## src/hdl/vlvc_pkg.sv

```systemverilog
// ----------------------------------------------------------------------------
// vlvc_pkg
// Shared types, widths and codes for the velocity limit violation cost block.
// ----------------------------------------------------------------------------
`timescale 1ns / 1ps

package vlvc_pkg;

  // Build-time exponent applied to the weighted violation sum (1 to 4).
  localparam int SumExponent = 1;
  localparam int PowCntW     = $clog2(SumExponent + 1);

  localparam int CfgIdxW  = 3;
  localparam int CfgDataW = 32;

  localparam int AccW  = 48;  // violation sum, Q32.16
  localparam int WsumW = 35;  // weighted violation, Q12.20 with headroom
  localparam int LinVW = 18;
  localparam int AngVW = 16;
  localparam int MulAW = 36;  // shared multiplier operand widths
  localparam int MulBW = 18;
  localparam int MulPW = MulAW + MulBW;
  localparam int PartW = 48;
  localparam int CostW = 32;

  typedef enum logic [CfgIdxW-1:0] {
    CFG_LINEAR_MIN     = 3'd0,
    CFG_LINEAR_MAX     = 3'd1,
    CFG_ANGULAR_LIMIT  = 3'd2,
    CFG_LINEAR_WEIGHT  = 3'd3,
    CFG_ANGULAR_WEIGHT = 3'd4,
    CFG_STEP_TIME      = 3'd5,
    CFG_OVERALL_WEIGHT = 3'd6,
    CFG_BAD_STATE_COST = 3'd7
  } cfg_idx_t;

  typedef struct packed {
    logic signed [15:0] linear_min;
    logic signed [15:0] linear_max;
    logic [14:0]        angular_limit;
    logic [15:0]        linear_weight;
    logic [15:0]        angular_weight;
    logic [15:0]        step_time;
    logic [15:0]        overall_weight;
    logic [CostW-1:0]   bad_state_cost;
  } cfg_t;

  typedef struct packed {
    logic signed [15:0] linear_speed;
    logic signed [15:0] turn_rate;
    logic               sample_bad;
    logic               last_step;
    logic [CostW-1:0]   prior_cost;
  } in_item_t;

  typedef struct packed {
    logic [CostW-1:0] new_cost;
    logic             was_bad;
    logic             saturated;
  } out_item_t;

  typedef enum logic [3:0] {
    S_IDLE,
    S_LIN,
    S_ANG,
    S_DT,
    S_FLO,
    S_FHI,
    S_PLO,
    S_PHI,
    S_OUT
  } state_t;

  typedef enum logic [3:0] {
    OP_NONE,
    OP_LIN,
    OP_ANG,
    OP_DT,
    OP_FLO,
    OP_FHI,
    OP_PLO,
    OP_PHI,
    OP_OUT
  } dp_op_t;

  typedef struct packed {
    logic   capture;
    dp_op_t op;
  } dp_cmd_t;

  typedef struct packed {
    logic bad_seen;
    logic last_step;
    logic out_free;
  } dp_sts_t;

endpackage

```

## src/hdl/velocity_limit_violation_cost.sv

```systemverilog
// ----------------------------------------------------------------------------
// velocity_limit_violation_cost
// Scores a trajectory by how far its velocities leave the configured limits.
// Each beat on the input carries one time step of a trajectory. The block
// weighs the linear and angular limit violations of the step, scales them by
// the step length and adds them to a saturating 48-bit sum. A step flagged as
// invalid marks the trajectory bad, and it and every later step of that
// trajectory add nothing. The beat marked as the last step produces one result
// beat: the prior cost plus either the invalid-state cost, or the overall
// weight times the sum, that product raised to SumExponent, all saturated
// to 32 bits. All products come from one shared 36 x 18 multiplier, which
// sets the rate. An ordinary step passes through S_LIN, S_ANG and S_DT, and
// the next step can be taken in S_DT; after idle it is first taken in S_IDLE.
// After an invalid sample, later steps are taken in S_LIN with no product. A
// good last step runs on through S_FLO, S_FHI, an S_PLO and S_PHI pair per
// further power, and S_OUT; a bad one goes from S_LIN to S_OUT.
// A finished result waits in the output register without holding up the
// ordinary steps of the next trajectory; only the next last step waits, for as
// long as the receiver leaves the earlier result in place. Configuration
// registers must be written only while the block idles; it is not enforced.
// ----------------------------------------------------------------------------
`timescale 1ns / 1ps

module velocity_limit_violation_cost (
  input  logic                          clk,
  input  logic                          rst_n,
  // Time step input.
  input  logic                          in_valid,
  output logic                          in_ready,
  input  vlvc_pkg::in_item_t            in_item,
  // Result output, one beat per trajectory.
  output logic                          out_valid,
  input  logic                          out_ready,
  output vlvc_pkg::out_item_t           out_item,
  // Configuration write port.
  input  logic                          cfg_we,
  input  logic [vlvc_pkg::CfgIdxW-1:0]  cfg_index,
  input  logic [vlvc_pkg::CfgDataW-1:0] cfg_wdata
);

  vlvc_pkg::cfg_t    cfg;
  vlvc_pkg::dp_cmd_t cmd;
  vlvc_pkg::dp_sts_t sts;

  // Register file for the limits, weights, step length and invalid cost.
  vlvc_cfg u_cfg (
    .clk       (clk),
    .rst_n     (rst_n),
    .cfg_we    (cfg_we),
    .cfg_index (cfg_index),
    .cfg_wdata (cfg_wdata),
    .cfg       (cfg)
  );

  // The sequencer decides which multiplier operation runs in each cycle and
  // when an input beat may be taken.
  vlvc_ctrl u_ctrl (
    .clk      (clk),
    .rst_n    (rst_n),
    .in_valid (in_valid),
    .in_ready (in_ready),
    .sts      (sts),
    .cmd      (cmd)
  );

  // The datapath holds the trajectory state, the multiplier and the result
  // register that decouples the output from the sequencer.
  vlvc_dp u_dp (
    .clk       (clk),
    .rst_n     (rst_n),
    .cfg       (cfg),
    .cmd       (cmd),
    .in_item   (in_item),
    .out_ready (out_ready),
    .sts       (sts),
    .out_valid (out_valid),
    .out_item  (out_item)
  );

endmodule

```

## src/hdl/vlvc_cfg.sv

```systemverilog
// ----------------------------------------------------------------------------
// vlvc_cfg
// Configuration register file with a plain indexed write port.
// ----------------------------------------------------------------------------
`timescale 1ns / 1ps

module vlvc_cfg (
  input  logic                          clk,
  input  logic                          rst_n,
  input  logic                          cfg_we,
  input  logic [vlvc_pkg::CfgIdxW-1:0]  cfg_index,
  input  logic [vlvc_pkg::CfgDataW-1:0] cfg_wdata,
  output vlvc_pkg::cfg_t                cfg
);

  vlvc_pkg::cfg_t cfg_r;
  vlvc_pkg::cfg_t cfg_nxt;

  always_comb begin
    cfg_nxt = cfg_r;
    if (cfg_we) begin
      unique case (vlvc_pkg::cfg_idx_t'(cfg_index))
        vlvc_pkg::CFG_LINEAR_MIN:     cfg_nxt.linear_min     = cfg_wdata[15:0];
        vlvc_pkg::CFG_LINEAR_MAX:     cfg_nxt.linear_max     = cfg_wdata[15:0];
        vlvc_pkg::CFG_ANGULAR_LIMIT:  cfg_nxt.angular_limit  = cfg_wdata[14:0];
        vlvc_pkg::CFG_LINEAR_WEIGHT:  cfg_nxt.linear_weight  = cfg_wdata[15:0];
        vlvc_pkg::CFG_ANGULAR_WEIGHT: cfg_nxt.angular_weight = cfg_wdata[15:0];
        vlvc_pkg::CFG_STEP_TIME:      cfg_nxt.step_time      = cfg_wdata[15:0];
        vlvc_pkg::CFG_OVERALL_WEIGHT: cfg_nxt.overall_weight = cfg_wdata[15:0];
        vlvc_pkg::CFG_BAD_STATE_COST: cfg_nxt.bad_state_cost = cfg_wdata[31:0];
        default:                      cfg_nxt = cfg_r;
      endcase
    end
  end

  always_ff @(posedge clk) begin
    if (!rst_n) begin
      cfg_r.linear_min     <= 16'sd0;
      cfg_r.linear_max     <= 16'sd4096;
      cfg_r.angular_limit  <= 15'd4096;
      cfg_r.linear_weight  <= 16'd256;
      cfg_r.angular_weight <= 16'd256;
      cfg_r.step_time      <= 16'd3277;
      cfg_r.overall_weight <= 16'd256;
      cfg_r.bad_state_cost <= 32'd0;
    end else begin
      cfg_r <= cfg_nxt;
    end
  end

  assign cfg = cfg_r;

endmodule

```

## src/hdl/vlvc_ctrl.sv

```systemverilog
// ----------------------------------------------------------------------------
// vlvc_ctrl
// Sequencer that steps the shared multiplier through each time step.
// ----------------------------------------------------------------------------
`timescale 1ns / 1ps

module vlvc_ctrl (
  input  logic              clk,
  input  logic              rst_n,
  input  logic              in_valid,
  output logic              in_ready,
  input  vlvc_pkg::dp_sts_t sts,
  output vlvc_pkg::dp_cmd_t cmd
);

  vlvc_pkg::state_t                 state_r;
  vlvc_pkg::state_t                 state_nxt;
  logic [vlvc_pkg::PowCntW-1:0]     pow_cnt_r;
  logic [vlvc_pkg::PowCntW-1:0]     pow_cnt_nxt;

  always_ff @(posedge clk) begin
    if (!rst_n) begin
      state_r   <= vlvc_pkg::S_IDLE;
      pow_cnt_r <= '0;
    end else begin
      state_r   <= state_nxt;
      pow_cnt_r <= pow_cnt_nxt;
    end
  end

  always_comb begin
    state_nxt   = state_r;
    pow_cnt_nxt = pow_cnt_r;
    in_ready    = 1'b0;
    cmd.op      = vlvc_pkg::OP_NONE;
    unique case (state_r)
      vlvc_pkg::S_IDLE: begin
        in_ready = 1'b1;
        if (in_valid) begin
          state_nxt = vlvc_pkg::S_LIN;
        end
      end
      vlvc_pkg::S_LIN: begin
        // Steps after an invalid sample contribute nothing.
        if (sts.bad_seen) begin
          if (sts.last_step) begin
            state_nxt = vlvc_pkg::S_OUT;
          end else begin
            in_ready  = 1'b1;
            state_nxt = in_valid ? vlvc_pkg::S_LIN : vlvc_pkg::S_IDLE;
          end
        end else begin
          cmd.op    = vlvc_pkg::OP_LIN;
          state_nxt = vlvc_pkg::S_ANG;
        end
      end
      vlvc_pkg::S_ANG: begin
        cmd.op    = vlvc_pkg::OP_ANG;
        state_nxt = vlvc_pkg::S_DT;
      end
      vlvc_pkg::S_DT: begin
        cmd.op = vlvc_pkg::OP_DT;
        if (sts.last_step) begin
          state_nxt = vlvc_pkg::S_FLO;
        end else begin
          in_ready  = 1'b1;
          state_nxt = in_valid ? vlvc_pkg::S_LIN : vlvc_pkg::S_IDLE;
        end
      end
      vlvc_pkg::S_FLO: begin
        cmd.op    = vlvc_pkg::OP_FLO;
        state_nxt = vlvc_pkg::S_FHI;
      end
      vlvc_pkg::S_FHI: begin
        cmd.op      = vlvc_pkg::OP_FHI;
        pow_cnt_nxt = vlvc_pkg::PowCntW'(1);
        state_nxt   = (vlvc_pkg::SumExponent > 1) ? vlvc_pkg::S_PLO : vlvc_pkg::S_OUT;
      end
      vlvc_pkg::S_PLO: begin
        cmd.op    = vlvc_pkg::OP_PLO;
        state_nxt = vlvc_pkg::S_PHI;
      end
      vlvc_pkg::S_PHI: begin
        cmd.op      = vlvc_pkg::OP_PHI;
        pow_cnt_nxt = pow_cnt_r + vlvc_pkg::PowCntW'(1);
        state_nxt   = (pow_cnt_nxt < vlvc_pkg::PowCntW'(vlvc_pkg::SumExponent)) ?
                      vlvc_pkg::S_PLO : vlvc_pkg::S_OUT;
      end
      vlvc_pkg::S_OUT: begin
        if (sts.out_free) begin
          cmd.op    = vlvc_pkg::OP_OUT;
          state_nxt = vlvc_pkg::S_IDLE;
        end
      end
      default: begin
        state_nxt = vlvc_pkg::S_IDLE;
      end
    endcase
    cmd.capture = in_valid && in_ready;
  end

endmodule

```

## src/hdl/vlvc_dp.sv

```systemverilog
// ----------------------------------------------------------------------------
// vlvc_dp
// Datapath: violation terms, shared multiplier, accumulator and result register.
// ----------------------------------------------------------------------------
`timescale 1ns / 1ps

module vlvc_dp (
  input  logic                clk,
  input  logic                rst_n,
  input  vlvc_pkg::cfg_t      cfg,
  input  vlvc_pkg::dp_cmd_t   cmd,
  input  vlvc_pkg::in_item_t  in_item,
  input  logic                out_ready,
  output vlvc_pkg::dp_sts_t   sts,
  output logic                out_valid,
  output vlvc_pkg::out_item_t out_item
);

  localparam int AccW  = vlvc_pkg::AccW;
  localparam int CostW = vlvc_pkg::CostW;

  // Item and working registers.
  vlvc_pkg::in_item_t          item_r, item_nxt;
  logic [vlvc_pkg::WsumW-1:0]  wsum_r, wsum_nxt;
  logic [vlvc_pkg::PartW-1:0]  part_r, part_nxt;
  logic [CostW-1:0]            base_r, base_nxt;
  logic [CostW-1:0]            fin_r, fin_nxt;
  vlvc_pkg::out_item_t         out_item_r, out_item_nxt;

  // Per-trajectory and handshake state.
  logic [AccW-1:0] vsum_r, vsum_nxt;
  logic            bad_seen_r, bad_seen_nxt;
  logic            clip_r, clip_nxt;
  logic            out_valid_r, out_valid_nxt;

  // Violation terms.
  logic signed [17:0]          vx_s, vmax_s, vmin_s, above_s, below_s;
  logic signed [16:0]          wz_s, awz_s, ang_s;
  logic [vlvc_pkg::LinVW-1:0]  lin_v;
  logic [vlvc_pkg::AngVW-1:0]  ang_v;

  // Shared multiplier.
  logic [vlvc_pkg::MulAW-1:0]  mul_a;
  logic [vlvc_pkg::MulBW-1:0]  mul_b;
  logic [vlvc_pkg::MulPW-1:0]  prod;

  logic [AccW:0]      acc_sum;
  logic [63:0]        scale_full;
  logic [55:0]        scale_q;
  logic [AccW:0]      pow_sum;
  logic [CostW:0]     fin_sum;
  logic [CostW-1:0]   addend;

  always_comb begin
    vx_s    = {{2{item_r.linear_speed[15]}}, item_r.linear_speed};
    vmax_s  = {{2{cfg.linear_max[15]}}, cfg.linear_max};
    vmin_s  = {{2{cfg.linear_min[15]}}, cfg.linear_min};
    above_s = vx_s - vmax_s;
    below_s = vmin_s - vx_s;
    lin_v   = ((!above_s[17] && (above_s != '0)) ? {1'b0, above_s[16:0]} : '0)
            + ((!below_s[17] && (below_s != '0)) ? {1'b0, below_s[16:0]} : '0);
    wz_s    = {item_r.turn_rate[15], item_r.turn_rate};
    awz_s   = wz_s[16] ? -wz_s : wz_s;
    ang_s   = awz_s - {2'b00, cfg.angular_limit};
    ang_v   = (!ang_s[16] && (ang_s != '0)) ? ang_s[15:0] : '0;
  end

  always_comb begin
    unique case (cmd.op)
      vlvc_pkg::OP_LIN: begin
        mul_a = vlvc_pkg::MulAW'(cfg.linear_weight);
        mul_b = lin_v;
      end
      vlvc_pkg::OP_ANG: begin
        mul_a = vlvc_pkg::MulAW'(cfg.angular_weight);
        mul_b = vlvc_pkg::MulBW'(ang_v);
      end
      vlvc_pkg::OP_DT: begin
        mul_a = vlvc_pkg::MulAW'(wsum_r);
        mul_b = vlvc_pkg::MulBW'(cfg.step_time);
      end
      vlvc_pkg::OP_FLO: begin
        mul_a = vlvc_pkg::MulAW'(vsum_r[23:0]);
        mul_b = vlvc_pkg::MulBW'(cfg.overall_weight);
      end
      vlvc_pkg::OP_FHI: begin
        mul_a = vlvc_pkg::MulAW'(vsum_r[47:24]);
        mul_b = vlvc_pkg::MulBW'(cfg.overall_weight);
      end
      vlvc_pkg::OP_PLO: begin
        mul_a = vlvc_pkg::MulAW'(fin_r);
        mul_b = vlvc_pkg::MulBW'(base_r[15:0]);
      end
      vlvc_pkg::OP_PHI: begin
        mul_a = vlvc_pkg::MulAW'(fin_r);
        mul_b = vlvc_pkg::MulBW'(base_r[31:16]);
      end
      default: begin
        mul_a = '0;
        mul_b = '0;
      end
    endcase
  end

  assign prod = mul_a * mul_b;

  always_comb begin
    // Step increment lands in Q32.16 after dropping 20 fraction bits.
    acc_sum    = {1'b0, vsum_r} + (AccW + 1)'(prod[53:20]);
    // Overall weight times the sum, rebuilt from its two 24-bit halves.
    scale_full = {prod[39:0], 24'd0} + {24'd0, part_r[39:0]};
    scale_q    = scale_full[63:8];
    // One power step: (fin * base) >> 16 from the two 16-bit halves of base.
    pow_sum    = {1'b0, prod[47:0]} + {17'd0, part_r[47:16]};
    addend     = bad_seen_r ? cfg.bad_state_cost : fin_r;
    fin_sum    = {1'b0, item_r.prior_cost} + {1'b0, addend};
  end

  always_comb begin
    item_nxt      = item_r;
    wsum_nxt      = wsum_r;
    part_nxt      = part_r;
    base_nxt      = base_r;
    fin_nxt       = fin_r;
    out_item_nxt  = out_item_r;
    vsum_nxt      = vsum_r;
    bad_seen_nxt  = bad_seen_r;
    clip_nxt      = clip_r;
    out_valid_nxt = out_valid_r && !out_ready;

    unique case (cmd.op)
      vlvc_pkg::OP_LIN: wsum_nxt = prod[vlvc_pkg::WsumW-1:0];
      vlvc_pkg::OP_ANG: wsum_nxt = wsum_r + prod[vlvc_pkg::WsumW-1:0];
      vlvc_pkg::OP_DT: begin
        if (acc_sum[AccW]) begin
          vsum_nxt = '1;
          clip_nxt = 1'b1;
        end else begin
          vsum_nxt = acc_sum[AccW-1:0];
        end
      end
      vlvc_pkg::OP_FLO: part_nxt = prod[vlvc_pkg::PartW-1:0];
      vlvc_pkg::OP_FHI: begin
        if (|scale_q[55:32]) begin
          base_nxt = '1;
          clip_nxt = 1'b1;
        end else begin
          base_nxt = scale_q[31:0];
        end
        fin_nxt = base_nxt;
      end
      vlvc_pkg::OP_PLO: part_nxt = prod[vlvc_pkg::PartW-1:0];
      vlvc_pkg::OP_PHI: begin
        if (|pow_sum[AccW:CostW]) begin
          fin_nxt  = '1;
          clip_nxt = 1'b1;
        end else begin
          fin_nxt = pow_sum[CostW-1:0];
        end
      end
      vlvc_pkg::OP_OUT: begin
        out_item_nxt.new_cost  = fin_sum[CostW] ? '1 : fin_sum[CostW-1:0];
        out_item_nxt.was_bad   = bad_seen_r;
        // A bad trajectory reports only the clip of its own final addition.
        out_item_nxt.saturated = fin_sum[CostW] || (!bad_seen_r && clip_r);
        out_valid_nxt          = 1'b1;
        vsum_nxt               = '0;
        bad_seen_nxt           = 1'b0;
        clip_nxt               = 1'b0;
      end
      default: begin
      end
    endcase

    if (cmd.capture) begin
      item_nxt     = in_item;
      bad_seen_nxt = bad_seen_nxt || in_item.sample_bad;
    end
  end

  always_ff @(posedge clk) begin
    if (!rst_n) begin
      vsum_r      <= '0;
      bad_seen_r  <= 1'b0;
      clip_r      <= 1'b0;
      out_valid_r <= 1'b0;
    end else begin
      vsum_r      <= vsum_nxt;
      bad_seen_r  <= bad_seen_nxt;
      clip_r      <= clip_nxt;
      out_valid_r <= out_valid_nxt;
    end
  end

  always_ff @(posedge clk) begin
    item_r     <= item_nxt;
    wsum_r     <= wsum_nxt;
    part_r     <= part_nxt;
    base_r     <= base_nxt;
    fin_r      <= fin_nxt;
    out_item_r <= out_item_nxt;
  end

  assign sts.bad_seen  = bad_seen_r;
  assign sts.last_step = item_r.last_step;
  assign sts.out_free  = !out_valid_r || out_ready;
  assign out_valid     = out_valid_r;
  assign out_item      = out_item_r;

endmodule

```

## config.mk

```make
export PLATFORM = sky130hd
export DESIGN_NAME = velocity_limit_violation_cost
export DESIGN_NICKNAME = d
export VERILOG_FILES = /design/src/hdl/vlvc_pkg.sv /design/src/hdl/velocity_limit_violation_cost.sv /design/src/hdl/vlvc_cfg.sv /design/src/hdl/vlvc_ctrl.sv /design/src/hdl/vlvc_dp.sv
export SDC_FILE = /design/constraint.sdc
export NUM_CORES = 2
export LEC_CHECK = 0
export ABC_AREA = 1
export BUFFER_PORTS_ARGS = -buffer_cell sky130_fd_sc_hd__buf_4
export CAP_MARGIN = 20
export CORE_UTILIZATION = 50
export DETAILED_ROUTE_END_ITERATION = 16
export PLACE_DENSITY = 0.78
export SYNTH_ARGS = -nofsm -noshare
export SYNTH_HDL_FRONTEND = slang
export SYNTH_SLANG_ARGS = --single-unit
```

## constraint.sdc

```tcl
create_clock -name clk -period 12 [get_ports clk]
set_input_delay 0 -clock clk [delete_from_list [all_inputs] [get_ports clk]]
set_output_delay 0 -clock clk [all_outputs]
set_load 0.05 [all_outputs]
```

==> run_results.csv <==
group,metric,value,unit
run_status,status,"finished with violations",
run_status,violations,"setup timing",
die,start_util,50.7,%
cts,cts_buffers,48,
yosys,synth-seq-cells,437,
global_route,antenna_found_initial,5,
timing,fin_skew,0.0338,ns
global_route,grt_usage,35.5,%
layout,nets,8907,
drt,wirelength,193000,um
drt,vias_per_cell,5.62,
drt,antenna_left,0,
critical_path,crit_slowest_cell,"fa_1",
drt,avgRoutedWirePerCell,20.7,um
die,io_pins,142,
yosys,synth_edf_count,238,
cts,htreeDepth,2,
critical_path,crit_path_start_kind,"flop",
yosys,ys_types,61,
power,vdd_drop_max,133,uV
timing,tightestPinTransition,1.18,ns
job,cap_viol_max_count,0,
global_route,grt_pass1_wl,282000,um
die,rows,116,
placed_design,pre_cts_ws,-1.11,ns
critical_path,slowest_delay,0.58,ns
drt,vias,52400,
placed_design,routabilityCongestion,1.06,
critical_path,critPathRequiredTime,12.47,ns
critical_path,crit_cells,69,
critical_path,r2r-end,"u_dp.vsum_r[18]",
drt,dr.pass1.iters,6,
critical_path,critPathTopFamily,"adder cells",
yosys,syn_area_per_cell,7.46,um2
timing,fmax,0.0799,GHz
timing,fin_crit,12.52,ns
critical_path,worstPathArrival,12.99,ns
layout,drive_gt1_share,25.3,%
yosys,synth_flop_cell,"edfxtp_1",
timing,drv_slew,0,
die,design.core.area,100000,um2
cts,tritoncts,"built",
drt,top_layer,"met5",
power,powerDensity,132,nW/um2
die,die_width,321,um
global_route,grt_overflow_total,0,
timing,hold_violations,0,
drt,dr_wl_met2,86000,um
cts,clockBufferDepth,3,
min_path,min_path_type,"in2reg",
drt,drc_errors,0,
critical_path,startpoint,"u_dp.item_r[51]",
critical_path,crit_fanout,7,
critical_path,critPathCapture,"u_dp.vsum_r[18]",
yosys,synth_area_leaders,"fa_1 21%, edfxtp_1 14%, nand2_1 11%",
yosys,syn_inst,6820,
timing,period_share,104,%
timing,relSlewSlack,21.2,%
cts,clock-root-buffer,"clkbuf_16",
cts,cts_num_sinks,437,
critical_path,critPathBufInv,12,
critical_path,rr_worst_depth,69,
global_route,grt_pass1_vias,50500,
critical_path,rrSetupSlack,-0.52,ns
yosys,seq_area_frac_synth,21.9,%
placed_design,port_buffers,141,
yosys,yosysWarnings,0,
yosys,synth_area_leader_cell,"fa_1",
cts,clk_pin_slew_worst_paths,0.07,ns
drt,met3_wirelength,20900,um
yosys,synth_top_area_share,21.1,%
layout,area_delta_synth_final,32.7,%
die,die_h,321,um
placed_design,dp_hpwl,146000,um
cts,insertion_delay,0.65,ns
critical_path,setup.worst_path.end_class,"flop",
drt,drtIter0Drc,5788,
power,power_leakage,32.6,nW
yosys,ys_async_sr_fraction,0,%
power,p_total,8.89,mW
global_route,grt_max_degree,93,
drt,wirelength_met1,71800,um
timing,final-setup-viol-count,115,
yosys,netlist_area,50900,um2
timing,fin_ws,-0.521,ns
die,die_area,103000,um2
critical_path,rr_startpoint,"u_dp.item_r[51]",
layout,nFillCells,7939,
critical_path,path_class,"reg2reg",
timing,rsz0062_at_grt,"true",
-- cells in the mapped netlist (all sizes together) (2+ instances only) --
cell type and count:
o21a 15, and2 12, o221ai 8, nor4 27, o31ai 10, a221oi 28, o2111ai 3, o311ai 4
nand2 1546, conb 2, fa 537, edfxtp 238, nand4 51, clkinv 18, inv 1321, a21o 14
o211ai 12, o21bai 18, a31oi 25, a21oi 391, xnor2 62, nor3 36, a32o 2, nor2 762
nand3 269, o22ai 27, and3 11, a211oi 11, nand3b 5, ha 338, xor2 129, a21boi 13
buf 28, o21ai 434, a22o 11, clkbuf 162, or2 33, a2111oi 3, dfxtp 199
-- stage by stage --
step / instance area, um2 / util [%] / TNS, ns / instances / hold slack, ns
2_1_floorplan: 51100 / - / 0 / 6872 / 0.0989
3_3_place_gp: 59400 / 59.1 / -56.63 / 8990 / 0.179
3_5_place_dp: 59400 / 59.1 / -93.89 / 8990 / 0.180
4_1_cts: 64300 / 64.0 / 0 / 9253 / 0.0420
5_1_grt: 67500 / 67.2 / -100.88 / 9324 / 0.0779
6_report: 67500 / 67.2 / -34.04 / 9326 / 0.0442
-- worst register-to-register path: cells and delay by family (launching register included) --
family                     cells  cell delay [ns]
xor gates and xnor gates       2             0.44
buffers and inverters         12             1.67
DFF                            1             0.44
and+or+nand+nor               28             3.14
adders and majority gates     10             4.02
AOI/OAI and AO/OA             17             2.62
-- layout make-up --
class	count	area [um2]	share of cell area, %
Tap cell	1357	1700	2.51
Antenna cell	3	7.51	0.0111
Inverter	1339	5040	7.46
Timing Repair Buffer	1194	9870	14.6
Multi-Input combinational cell	4906	38100	56.4
Clock buffer	62	1390	2.06
Sequential cell	437	11100	16.5
Clock inverter	28	298	0.441
-- cells by family (layout without fill, tap and decap cells) --
kind of cell | count (synthesis) | after routing | synth area share, %
buf+inv | 1529 | 2623 | 11.5
compound gates | 1032 | 1032 | 11.4
xor+xnor | 191 | 191 | 3.29
flops | 437 | 437 | 21.9
fa+ha+maj | 875 | 875 | 29.4
other cells | 2 | 57 | 0.0148
simple gates | 2754 | 2754 | 22.5
-- power breakdown --
part	total, mW	switching, mW	internal [mW]	leakage [nW]
Clock	1.63	0.709	0.917	0.842
Combinational	5.48	3.15	2.33	27.8
Sequential	1.78	0.0743	1.70	3.96
Total	8.89	3.93	4.95	32.6
-- worst min path at each step --
| stage | startpoint | endpoint | slack, ns | depth (start not counted) |
|---|---|---|---|---|
| floorplan | in_item[0] | u_dp.item_r[0] | 0.1 | 0 |
| global placement | in_item[52] | u_dp.item_r[52] | 0.18 | 1 |
| detailed placement | in_item[53] | u_dp.item_r[53] | 0.18 | 1 |
| CTS | cfg_we | u_cfg.cfg[123] | 0.04 | 6 |
| global route | in_item[51] | u_dp.item_r[51] | 0.08 | 2 |
| finish | cfg_we | u_cfg.cfg[123] | 0.04 | 6 |
-- sequential cells by signal (all words and copies together) (netlist names), 4 cells and up --
register,flops
u_ctrl.state_r,4
u_dp.wsum_r,35
u_dp.part_r,40
u_dp.item_r,64
u_dp.out_item,34
u_cfg.cfg,143
u_dp.vsum_r,48
u_dp.base_r,32
u_dp.fin_r,32
-- metal layers --
metal,track usage (%),vias to the layer above
li1,-,23600
met2,55.9,3081
met1,45.6,25000
met4,20.7,4
met3,6.70,742
met5,0,-
-- layout by cell type (no fill, tap or decap), drive strengths merged, types with 129 or more instances in the layout --
master	netlist	routed
o21ai	434	434
fa	537	537
nor2	762	762
inv	1321	1327
nand2	1546	1546
xor2	129	129
ha	338	338
edfxtp	238	238
nand3	269	269
buf	28	1068
dfxtp	199	199
a21oi	391	391
-- what timing repair did --
| item | CTS | global route |
|---|---|---|
| endpoints found under the hold margin | 213 | 0 |
| pin swaps | 91 | 257 |
| buffers inserted | 46 | 70 |
| endpoints found under the setup margin | 122 | 129 |
| cloned | 5 | 5 |
| hold buffers | 122 | 0 |
| resized for setup | 347 | 655 |
(Power assumes the default switching activity.)
